===== src/sv/sensor_frame_deframer_assert.svh =====
// ============================================================================
// Assertion macros for the sensor frame deframer
// Wrap concurrent assertions on clk / rst_n; compile to nothing under SYNTH.
// ============================================================================
`ifndef SENSOR_FRAME_DEFRAMER_ASSERT_SVH
`define SENSOR_FRAME_DEFRAMER_ASSERT_SVH

`ifndef SYNTH

// Check cons in the same cycle that ante holds.
`define SFD_ASSERT_SAME(label, ante, cons) \
    label: assert property (@(posedge clk) disable iff (!rst_n) (ante) |-> (cons)) \
        else $error("sensor_frame_deframer: same-cycle check failed");

// Check cons in the cycle after ante holds.
`define SFD_ASSERT_NEXT(label, ante, cons) \
    label: assert property (@(posedge clk) disable iff (!rst_n) (ante) |=> (cons)) \
        else $error("sensor_frame_deframer: next-cycle check failed");

`else

`define SFD_ASSERT_SAME(label, ante, cons)
`define SFD_ASSERT_NEXT(label, ante, cons)

`endif

`endif


===== src/sv/sfd_pkg.sv =====
// ============================================================================
// sfd_pkg
// Types and constants shared by the sensor frame deframer.
// ============================================================================
`default_nettype none

package sfd_pkg;

    // Default largest frame, header and check bytes included
    localparam int unsigned DEF_MAX_FRAME = 512;

    // Start-of-frame marker
    localparam logic [7:0] SOF_VALUE = 8'h01;

    // Header byte positions (start byte is position 0)
    localparam logic [2:0] HDR_POS_FIRST  = 3'd1;
    localparam logic [2:0] HDR_POS_LEN_HI = 3'd3;
    localparam logic [2:0] HDR_POS_LEN_LO = 3'd4;
    localparam logic [2:0] HDR_POS_TYP_HI = 3'd5;
    localparam logic [2:0] HDR_POS_TYP_LO = 3'd6;
    localparam logic [2:0] HDR_POS_CHECK  = 3'd7;

    // Result kinds carried on tuser
    localparam int unsigned KIND_W = 3;
    localparam logic [KIND_W-1:0] KIND_BYTE      = 3'd0;
    localparam logic [KIND_W-1:0] KIND_GOOD      = 3'd1;
    localparam logic [KIND_W-1:0] KIND_HDR_FAIL  = 3'd2;
    localparam logic [KIND_W-1:0] KIND_DATA_FAIL = 3'd3;
    localparam logic [KIND_W-1:0] KIND_BAD_LEN   = 3'd4;

    // Result field widths
    localparam int unsigned IDX_W   = 9;
    localparam int unsigned TDATA_W = 56;

    typedef enum logic [1:0] {
        PH_HUNT,
        PH_HEADER,
        PH_PAYLOAD,
        PH_CHECK
    } phase_t;

endpackage

`default_nettype wire


===== src/sv/sensor_frame_deframer.sv =====
// ============================================================================
// sensor_frame_deframer
// Recover start/length framed sensor records from a byte stream, pass the
// payload bytes on and close each frame attempt with a verdict.
// ============================================================================
//
// Channel   Dir   tdata / tuser / tlast
// --------  ----  -----------------------------------------------------------
// s_*       in    tdata[7:0] rx_byte
// m_*       out   tdata: frame_type, frame_len, payload_byte, byte_index
//                 tuser: result_kind, tlast: last
//
// Each accepted byte lands in an input register and is decoded from there
// straight into the result register: one byte per cycle sustained as long
// as m_tready stays high.
// A byte that gives no result (hunting, header bytes) still passes through
// the input register and, like any byte, waits there while a stalled
// result holds the result register.
// A stalled result holds the input register; s_tready drops only when both
// the input and the result register are occupied and m_tready is low.
// Reset (rst_n low, asynchronous) returns to hunting with both registers
// empty; no clearing pass is needed.
//
`default_nettype none

module sensor_frame_deframer #(
    parameter int unsigned MAX_FRAME = sfd_pkg::DEF_MAX_FRAME
) (
    input  wire logic                         clk,
    input  wire logic                         rst_n,

    input  wire logic                         s_tvalid,
    output logic                              s_tready,
    input  wire logic [7:0]                   s_tdata,   // [7:0] rx_byte

    output logic                              m_tvalid,
    input  wire logic                         m_tready,
    // [15:0] frame_type, [31:16] frame_len, [39:32] payload_byte,
    // [48:40] byte_index, [55:49] zero
    output logic [sfd_pkg::TDATA_W-1:0]       m_tdata,
    output logic [sfd_pkg::KIND_W-1:0]        m_tuser,   // [2:0] result_kind
    output logic                              m_tlast
);

    // Payload counter only needs to reach the largest legal length
    localparam int unsigned CNT_W = $clog2(MAX_FRAME - 8);
    // Longest payload accepted; wider than 16 bits so the compare is exact
    localparam logic [16:0] LEN_LIMIT = 17'(MAX_FRAME - 9);

    // ------------------------------------------------------------------
    // Input register
    // ------------------------------------------------------------------
    logic       in_valid_reg;
    logic [7:0] in_byte_reg;
    logic       advance;

    // ------------------------------------------------------------------
    // Frame state
    // ------------------------------------------------------------------
    sfd_pkg::phase_t phase_reg, phase_next;
    logic [2:0]       pos_reg,   pos_next;
    logic [7:0]       hxor_reg,  hxor_next;
    logic [15:0]      len_reg,   len_next;
    logic [15:0]      type_reg,  type_next;
    logic [CNT_W-1:0] cnt_reg,   cnt_next;
    logic [7:0]       pxor_reg,  pxor_next;

    // ------------------------------------------------------------------
    // Result register
    // ------------------------------------------------------------------
    logic                         out_valid_reg;
    logic [sfd_pkg::KIND_W-1:0]   out_kind_reg;
    logic [15:0]                  out_type_reg;
    logic [15:0]                  out_len_reg;
    logic [7:0]                   out_byte_reg;
    logic [sfd_pkg::IDX_W-1:0]    out_idx_reg;
    logic                         out_last_reg;

    logic                         res_valid;
    logic [sfd_pkg::KIND_W-1:0]   res_kind;
    logic [7:0]                   res_byte;
    logic [sfd_pkg::IDX_W-1:0]    res_idx;
    logic                         res_last;

    logic [CNT_W-1:0] cnt_inc;
    logic [31:0]      cnt_wide;
    logic             len_too_long;
    logic             payload_done;

    // Decode the held byte whenever the result register can take a result
    assign advance  = in_valid_reg && (!out_valid_reg || m_tready);
    assign s_tready = !in_valid_reg || advance;

    assign cnt_inc      = cnt_reg + 1'b1;
    assign cnt_wide     = 32'(cnt_reg);
    assign len_too_long = {1'b0, len_reg} > LEN_LIMIT;
    assign payload_done = 17'(cnt_inc) >= {1'b0, len_reg};

    always_ff @(posedge clk or negedge rst_n)
    begin
        if (!rst_n)
        begin
            in_valid_reg <= 1'b0;
        end
        else if (s_tready)
        begin
            in_valid_reg <= s_tvalid;
        end
    end

    always_ff @(posedge clk)
    begin
        if (s_tready && s_tvalid)
        begin
            in_byte_reg <= s_tdata;
        end
    end

    // Per-byte frame decoding
    always_comb
    begin
        phase_next = phase_reg;
        pos_next   = pos_reg;
        hxor_next  = hxor_reg;
        len_next   = len_reg;
        type_next  = type_reg;
        cnt_next   = cnt_reg;
        pxor_next  = pxor_reg;
        res_valid  = 1'b0;
        res_kind   = sfd_pkg::KIND_BYTE;
        res_byte   = 8'd0;
        res_idx    = '0;
        res_last   = 1'b0;

        if (advance)
        begin
            case (phase_reg)
                sfd_pkg::PH_HUNT:
                begin
                    // Drop everything until a start byte shows up
                    if (in_byte_reg == sfd_pkg::SOF_VALUE)
                    begin
                        pos_next   = sfd_pkg::HDR_POS_FIRST;
                        hxor_next  = in_byte_reg;
                        phase_next = sfd_pkg::PH_HEADER;
                    end
                end

                sfd_pkg::PH_HEADER:
                begin
                    if (pos_reg != sfd_pkg::HDR_POS_CHECK)
                    begin
                        case (pos_reg)
                            sfd_pkg::HDR_POS_LEN_HI: len_next  = {in_byte_reg, len_reg[7:0]};
                            sfd_pkg::HDR_POS_LEN_LO: len_next  = {len_reg[15:8], in_byte_reg};
                            sfd_pkg::HDR_POS_TYP_HI: type_next = {in_byte_reg, type_reg[7:0]};
                            sfd_pkg::HDR_POS_TYP_LO: type_next = {type_reg[15:8], in_byte_reg};
                            default: ;
                        endcase
                        hxor_next = hxor_reg ^ in_byte_reg;
                        pos_next  = pos_reg + 3'd1;
                    end
                    else
                    begin
                        // Header check byte: length test wins over check test
                        pos_next = 3'd0;
                        if (len_too_long)
                        begin
                            phase_next = sfd_pkg::PH_HUNT;
                            res_valid  = 1'b1;
                            res_kind   = sfd_pkg::KIND_BAD_LEN;
                            res_last   = 1'b1;
                        end
                        else if (~hxor_reg != in_byte_reg)
                        begin
                            phase_next = sfd_pkg::PH_HUNT;
                            res_valid  = 1'b1;
                            res_kind   = sfd_pkg::KIND_HDR_FAIL;
                            res_last   = 1'b1;
                        end
                        else
                        begin
                            cnt_next   = '0;
                            pxor_next  = 8'd0;
                            phase_next = (len_reg == 16'd0) ? sfd_pkg::PH_CHECK
                                                            : sfd_pkg::PH_PAYLOAD;
                        end
                    end
                end

                sfd_pkg::PH_PAYLOAD:
                begin
                    res_valid = 1'b1;
                    res_kind  = sfd_pkg::KIND_BYTE;
                    res_byte  = in_byte_reg;
                    res_idx   = cnt_wide[sfd_pkg::IDX_W-1:0];
                    pxor_next = pxor_reg ^ in_byte_reg;
                    cnt_next  = cnt_inc;
                    if (payload_done)
                    begin
                        phase_next = sfd_pkg::PH_CHECK;
                    end
                end

                default:
                begin
                    // Data check byte closes the frame
                    phase_next = sfd_pkg::PH_HUNT;
                    res_valid  = 1'b1;
                    res_kind   = (~pxor_reg == in_byte_reg) ? sfd_pkg::KIND_GOOD
                                                            : sfd_pkg::KIND_DATA_FAIL;
                    res_last   = 1'b1;
                end
            endcase
        end
    end

    always_ff @(posedge clk or negedge rst_n)
    begin
        if (!rst_n)
        begin
            phase_reg <= sfd_pkg::PH_HUNT;
            pos_reg   <= 3'd0;
        end
        else
        begin
            phase_reg <= phase_next;
            pos_reg   <= pos_next;
        end
    end

    always_ff @(posedge clk)
    begin
        hxor_reg <= hxor_next;
        len_reg  <= len_next;
        type_reg <= type_next;
        cnt_reg  <= cnt_next;
        pxor_reg <= pxor_next;
    end

    // Load a fresh result, or drop the current one once it is taken
    always_ff @(posedge clk or negedge rst_n)
    begin
        if (!rst_n)
        begin
            out_valid_reg <= 1'b0;
        end
        else if (res_valid)
        begin
            out_valid_reg <= 1'b1;
        end
        else if (m_tready)
        begin
            out_valid_reg <= 1'b0;
        end
    end

    always_ff @(posedge clk)
    begin
        if (res_valid)
        begin
            out_kind_reg <= res_kind;
            out_type_reg <= type_next;
            out_len_reg  <= len_next;
            out_byte_reg <= res_byte;
            out_idx_reg  <= res_idx;
            out_last_reg <= res_last;
        end
    end

    assign m_tvalid = out_valid_reg;
    assign m_tdata  = {7'd0, out_idx_reg, out_byte_reg, out_len_reg, out_type_reg};
    assign m_tuser  = out_kind_reg;
    assign m_tlast  = out_last_reg;

    // ------------------------------------------------------------------
    // Assertions
    // ------------------------------------------------------------------
`include "sensor_frame_deframer_assert.svh"

    `SFD_ASSERT_SAME(a_hunt_pos_clear, phase_reg == sfd_pkg::PH_HUNT, pos_reg == 3'd0)
    `SFD_ASSERT_SAME(a_payload_in_range, phase_reg == sfd_pkg::PH_PAYLOAD,
                     17'(cnt_reg) < {1'b0, len_reg})
    `SFD_ASSERT_SAME(a_byte_not_last, m_tvalid && m_tuser == sfd_pkg::KIND_BYTE, !m_tlast)
    `SFD_ASSERT_NEXT(a_payload_gives_result, advance && phase_reg == sfd_pkg::PH_PAYLOAD,
                     m_tvalid)

endmodule

`default_nettype wire


===== config.mk =====
export PLATFORM = sky130hd
export DESIGN_NAME = sensor_frame_deframer
export DESIGN_NICKNAME = d
export VERILOG_FILES = /design/src/sv/sfd_pkg.sv /design/src/sv/sensor_frame_deframer.sv
export VERILOG_INCLUDE_DIRS = /design/src /design/src/sv
export SDC_FILE = /design/constraint.sdc
export NUM_CORES = 1
export LEC_CHECK = 0
export ABC_CLOCK_PERIOD_IN_PS = 3900
export BUFFER_PORTS_ARGS = -buffer_cell sky130_fd_sc_hd__buf_2
export CORE_ASPECT_RATIO = 0.8
export CORE_MARGIN = 2
export CORE_UTILIZATION = 51
export CTS_CLUSTER_DIAMETER = 100
export CTS_CLUSTER_SIZE = 8
export DETAILED_ROUTE_END_ITERATION = 7
export GPL_ROUTABILITY_DRIVEN = 0
export GPL_TIMING_DRIVEN = 0
export PLACE_DENSITY = 0.75
export SLEW_MARGIN = 20
export SYNTH_ARGS = -nofsm -noshare
export SYNTH_HDL_FRONTEND = slang
export SYNTH_SLANG_ARGS = --single-unit
export TNS_END_PERCENT = 50

===== constraint.sdc =====
create_clock -name clk -period 3.9 [get_ports clk]
set_input_delay 0 -clock clk [delete_from_list [all_inputs] [get_ports clk]]
set_output_delay 0 -clock clk [all_outputs]
set_load 0.02 [all_outputs]

======== Word-level counts from Yosys, hierarchy flattened ========
Index checks and enable logic that the tools add are counted.
storage, ports and cells
  RAM bits ................................ 0
  input bits .............................. 12
  bits in latches ......................... 0
  flip-flop bits (word level) ............. 125
  memories ................................ 0
  bits in read-only memories .............. 0
  logic and storage cells ................. 99
  output and inout bits ................... 62
cells by class
  divide/modulo/power cells ............... 0
  add/subtract/negate cells ............... 2
  multipliers ............................. 0
  equal/unequal tests ..................... 16
  muxes and demuxes ....................... 42
  bitwise operators ....................... 4
  shifts and indexed selects .............. 0
  reductions and logical operators ........ 17
  $lt $le $gt $ge ......................... 2
operators with widths
  operator                                                                          number
  16-bit two-way mux                                                                6
  16-bit one-hot mux with 2 select lines                                            2
  8-bit two-way mux                                                                 5
  8-bit one-hot mux with 2 select lines                                             2
  9-bit two-way mux                                                                 3
  9-bit one-hot mux with 2 select lines                                             1
  9-bit by 16-bit greater-or-equal comparator with 1-bit output                     1
  16-bit by 9-bit greater-than comparator with 1-bit output, second input constant  1
  16-bit logical NOT                                                                1
  8-bit NOT                                                                         2
  8-bit bitwise XOR                                                                 2
  2-bit two-way mux                                                                 7
  3-bit two-way mux                                                                 4
  2-bit != test, second input constant                                              6
  3-bit one-hot mux with 2 select lines                                             2
  9-bit by 1-bit adder with 9-bit output, second input constant                     1
  3-bit == test, second input constant                                              3
  8-bit by 1-bit == test with 1-bit output, second input constant                   1
  8-bit == test                                                                     1
  8-bit != test                                                                     1
  4-bit AND reduction                                                               2
  1-bit two-way mux                                                                 7
  2-bit one-hot mux with 3 select lines                                             1
  2-bit nonzero test                                                                3
  other kinds (14)                                                                  18

======== Logic depth before layout (Yosys ltp) ========
  depth after elaboration ................. 8
  depth in mapped cells ................... 10
  depth with buffers taken out ............ 10

======== Least setup slack after synthesis ========
OpenSTA, ideal clock, no wires.
  path kind ............................... register -> register
  start ................................... register in_byte_reg[2]
  end ..................................... register out_last_reg, in the netlist m_tlast (enable)
  data arrival time ....................... 3202 ps
  stages on the path, launching flop included .. 7
  setup slack ............................. 234 ps
  period minus slack after synthesis ...... 3666 ps
  required time ........................... 3436 ps
  library setup time ...................... 464 ps
  buffers on the path ..................... 1
  path through ............................ edfxtp_1 > buf_2 > xnor2_1 > nor4_1 > o2111ai_2 > a31oi_1 > nor2_1
on the way
  word-level cells in the longest chain between the ends .. 6
ends and longest elaborated chain
  what                                   RTL line                      RTL
  from (decl)                            sensor_frame_deframer.sv:54   logic [7:0] in_byte_reg;
  from (signal assigned)                 sensor_frame_deframer.sv:115  in_byte_reg <= s_tdata;
  8-bit != test                          sensor_frame_deframer.sv:174  else if (~hxor_reg != in_byte_reg)
  1-bit two-way mux                      sensor_frame_deframer.sv:174
  1-bit two-way mux                      sensor_frame_deframer.sv:167  if (len_too_long)
  1-bit two-way mux                      sensor_frame_deframer.sv:151  if (pos_reg != sfd_pkg::HDR_POS_CHECK)
  1-bit one-hot mux with 2 select lines  sensor_frame_deframer.sv:137  case (phase_reg)
  1-bit two-way mux                      sensor_frame_deframer.sv:135  if (advance)
  net res_valid                          sensor_frame_deframer.sv:79   logic res_valid;
  to (signal assigned)                   sensor_frame_deframer.sv:267  out_last_reg <= res_last;
  to (decl)                              sensor_frame_deframer.sv:77   logic out_last_reg;
The timed path passes the listed nets, and every way through them passes these cells.
A chain may end at the register's enable or synchronous reset.

======== Final worst setup path ========
  start ................................... register in_byte_reg[4]
  end ..................................... register out_byte_reg[5] (enable)
on the way
  word-level cells in the longest chain between the ends .. 6
ends and longest elaborated chain
  what                                   RTL line                      RTL
  8-bit != test                          sensor_frame_deframer.sv:174
  1-bit two-way mux                      sensor_frame_deframer.sv:174
  1-bit two-way mux                      sensor_frame_deframer.sv:167
  1-bit two-way mux                      sensor_frame_deframer.sv:151
  1-bit one-hot mux with 2 select lines  sensor_frame_deframer.sv:137
  1-bit two-way mux                      sensor_frame_deframer.sv:135
  net res_valid                          sensor_frame_deframer.sv:79
  to (signal assigned)                   sensor_frame_deframer.sv:265  out_byte_reg <= res_byte;
  to (decl)                              sensor_frame_deframer.sv:75   logic [7:0] out_byte_reg;
The timed path passes the listed nets, and every way through them passes these cells.

==> out/results.txt <==
post-synthesis average cell area: 13.9 sq um
Area growth, synth to finish: 24.4%
die footprint: 0.0110 sq mm
Netlist Area Pre-Place: 0.00518 sq mm
Reg clk slew, reported paths: 60 ps
hold crit path type: in2reg
1st-pass router iterations: 6
Worst Hold Path Cells: 3
WL per Instance: 16.5 um
ys async rst share: 5.60%
H-tree lvl count: 4
Die Y-Extent: 94.1 um
Final HPWL DP: 6.67 mm
gate count of the mapped netlist: 373
drt drc: 0
setup TNS: 0 ps
RSZ-0062 raised after global routing: no
Leakage: 2.56 nW
overflow left after global routing: 0
row cnt: 32
# resized after CTS: 0
register area share after synthesis: 65.6%
insertion delay to the later sink of the worst-skew pair: 420 ps
Port Buffers: 66
pin slew with the least headroom to its limit: 840 ps
Yosys warning count: 0
Worst setup EP type: register
# diodes: 0
Core Box Area: 0.00977 sq mm
Via Count: 3,271
placed insts: 583
vias in the first global route: 3,153
final setup violation count: 0
vias per cell: 5.23
Pins Over Slew Limit: 0
Setup Skew: 14.9 ps
Layout Cells excl Fill: 626
WL final: 10.3 mm
Net count, final: 505
filler instances: 748
CTS Buffer Depth: 2
Final Critical Period: 2900 ps
Yosys reg bits: 125
clock root cell: clkbuf_16
IO Count: 74
Post-synth EDFFs: 86
initial antenna violation count: 0
FF-to-FF path depth: 7
run status: finished clean
Primary FF master, synth: edfxtp_1
fraction of layout instances using a drive strength above 1: 28.2%
Slew headroom: 43.9%
largest net degree at the start of global routing: 32
r2r setup slk: 1000 ps
Critical Path AT: 3060 ps
Tot GR Track Use: 20.4%
die width: 117 um
CP Max Fanout: 31
final number of hold-violating endpoints: 0
crit start category: register
Peak Freq: 0.344 GHz
CTS sink cnt: 125
WP data required: 4060 ps
distinct cell type count after synthesis: 53
maximum vdd ir drop: 417 uV
critical path type: reg2reg
PwrDens: 572 mW/mm^2
Worst Hold Margin: 52.2 ps
first-pass GRT wire length: 16.4 mm
Initial Util: 53.0%
MaxCap Viol Count: 0
Initial DRC Count: 249
ANT nets after route: 0
period utilization: 74.5%
CTS buffer count: 17
TritonCTS clock tree: yes
==> report_power, final <==
| part | internal, mW | switching (mW) | total (mW) | leakage [nW] |
|---|---|---|---|---|
| clock network | 0.918 | 0.603 | 1.52 | 0.289 |
| logic | 0.230 | 0.264 | 0.494 | 1.08 |
| registers | 1.58 | 0.0908 | 1.67 | 1.19 |
==> cells in the mapped netlist (6+ instances only) <==
cell type,n,area [sq um]
buf_4,11,82.6
dfxtp_1,32,641
nor4_1,6,37.5
inv_1,16,60.1
ha_1,16,200
a22o_1,32,280
nor2_1,18,67.6
and2_1,19,119
edfxtp_1,86,2580
nor2b_1,10,62.6
buf_2,8,40.0
nand2_1,17,63.8
o21ai_0,7,35.0
nand3_1,7,35.0
xnor2_1,28,245
dfrtp_1,7,175
==> path summary, 6_finish.rpt <==
kind | start | to
setup reg to reg | in_byte_reg[4] | out_byte_reg[5]
hold / removal | m_tready | m_tvalid
min in group asynchronous | rst_n | pos_reg[2]
setup / recovery | in_byte_reg[4] | out_byte_reg[5]
max in group asynchronous | rst_n | pos_reg[0]
hold reg to reg | type_reg[10] | type_reg[10]
==> cell usage in the layout, fill, tap and decap left out, types with 5 or more instances in the layout <==
cell           synthesis  routed
nand3_1                7       7
xnor2_1               28      28
dfrtp_1                7       7
clkbuf_16              0      19
conb_1                 1       7
nand2_1               17      17
inv_6                  0       5
o21ai_0                7       7
buf_2                  8      74
dfxtp_1               32      32
nor2_1                18      17
buf_4                 11      11
and2_1                19      19
inv_1                 16      16
nor4_1                 6       6
nor2b_1               10      10
edfxtp_1              86      86
a22o_1                32      32
dlygate4sd3_1          0      11
ha_1                  16      16
==> stage by stage <==
stage / utilization, % / setup WS, ps / total power, mW / area, sq um
3_5_place_dp: 58.8 / 1030 / 2.17 / 5750
2_1_floorplan: - / 234 / 2.04 / 5200
3_3_place_gp: 58.4 / -764 / 2.15 / 5700
5_1_grt: 65.9 / 957 / 3.83 / 6440
4_1_cts: 65.9 / 982 / 3.70 / 6440
6_report: 65.9 / 996 / 3.69 / 6440
==> layer usage <==
layer / share of wire (%) / global-route usage (%) / routed length [um]
met5: 0 / 0 / 0
met4: 2.6 / 8.63 / 263
met3: 5.7 / 6.52 / 591
met2: 45 / 30.3 / 4630
met1: 47 / 27.7 / 4820
==> area by class of cell <==
type,instances,area [sq um],area share (%)
Timing Repair Buffer,79,472,7.32
Tap cell,136,170,2.64
Sequential cell,125,3400,52.7
Multi-Input combinational cell,212,1570,24.4
Buffer,26,183,2.84
Inverter,16,60.1,0.932
Clock buffer,20,489,7.59
Clock inverter,12,97.6,1.51
==> repair_timing <==
action | 4_1_cts | 5_1_grt
buffers inserted | 0 | 0
hold buffers | 11 | 0
hold endpoints to repair | 16 | 0
==> worst max-delay path: stages (launching register included) <==
cell and delay, ps:
edfxtp_1 370, buf_4 210, xnor2_1 140, nor4_1 640, o2111ai_2 340, a31oi_1 440
nor2_4 240, buf_12 240
==> kinds of logic after synthesis <==
| logic type | count (synthesis) | share of synthesized area, % |
|---|---|---|
| xor gates and xnor gates | 31 | 5.24 |
| DFF | 125 | 65.6 |
| adders and majority gates | 16 | 3.87 |
| other | 1 | 0.0724 |
| AOI/OAI and AO/OA | 57 | 8.80 |
| buffers and inverters | 42 | 4.69 |
| and+or+nand+nor | 101 | 11.7 |
Note: power is estimated with default switching activity, not from simulation.
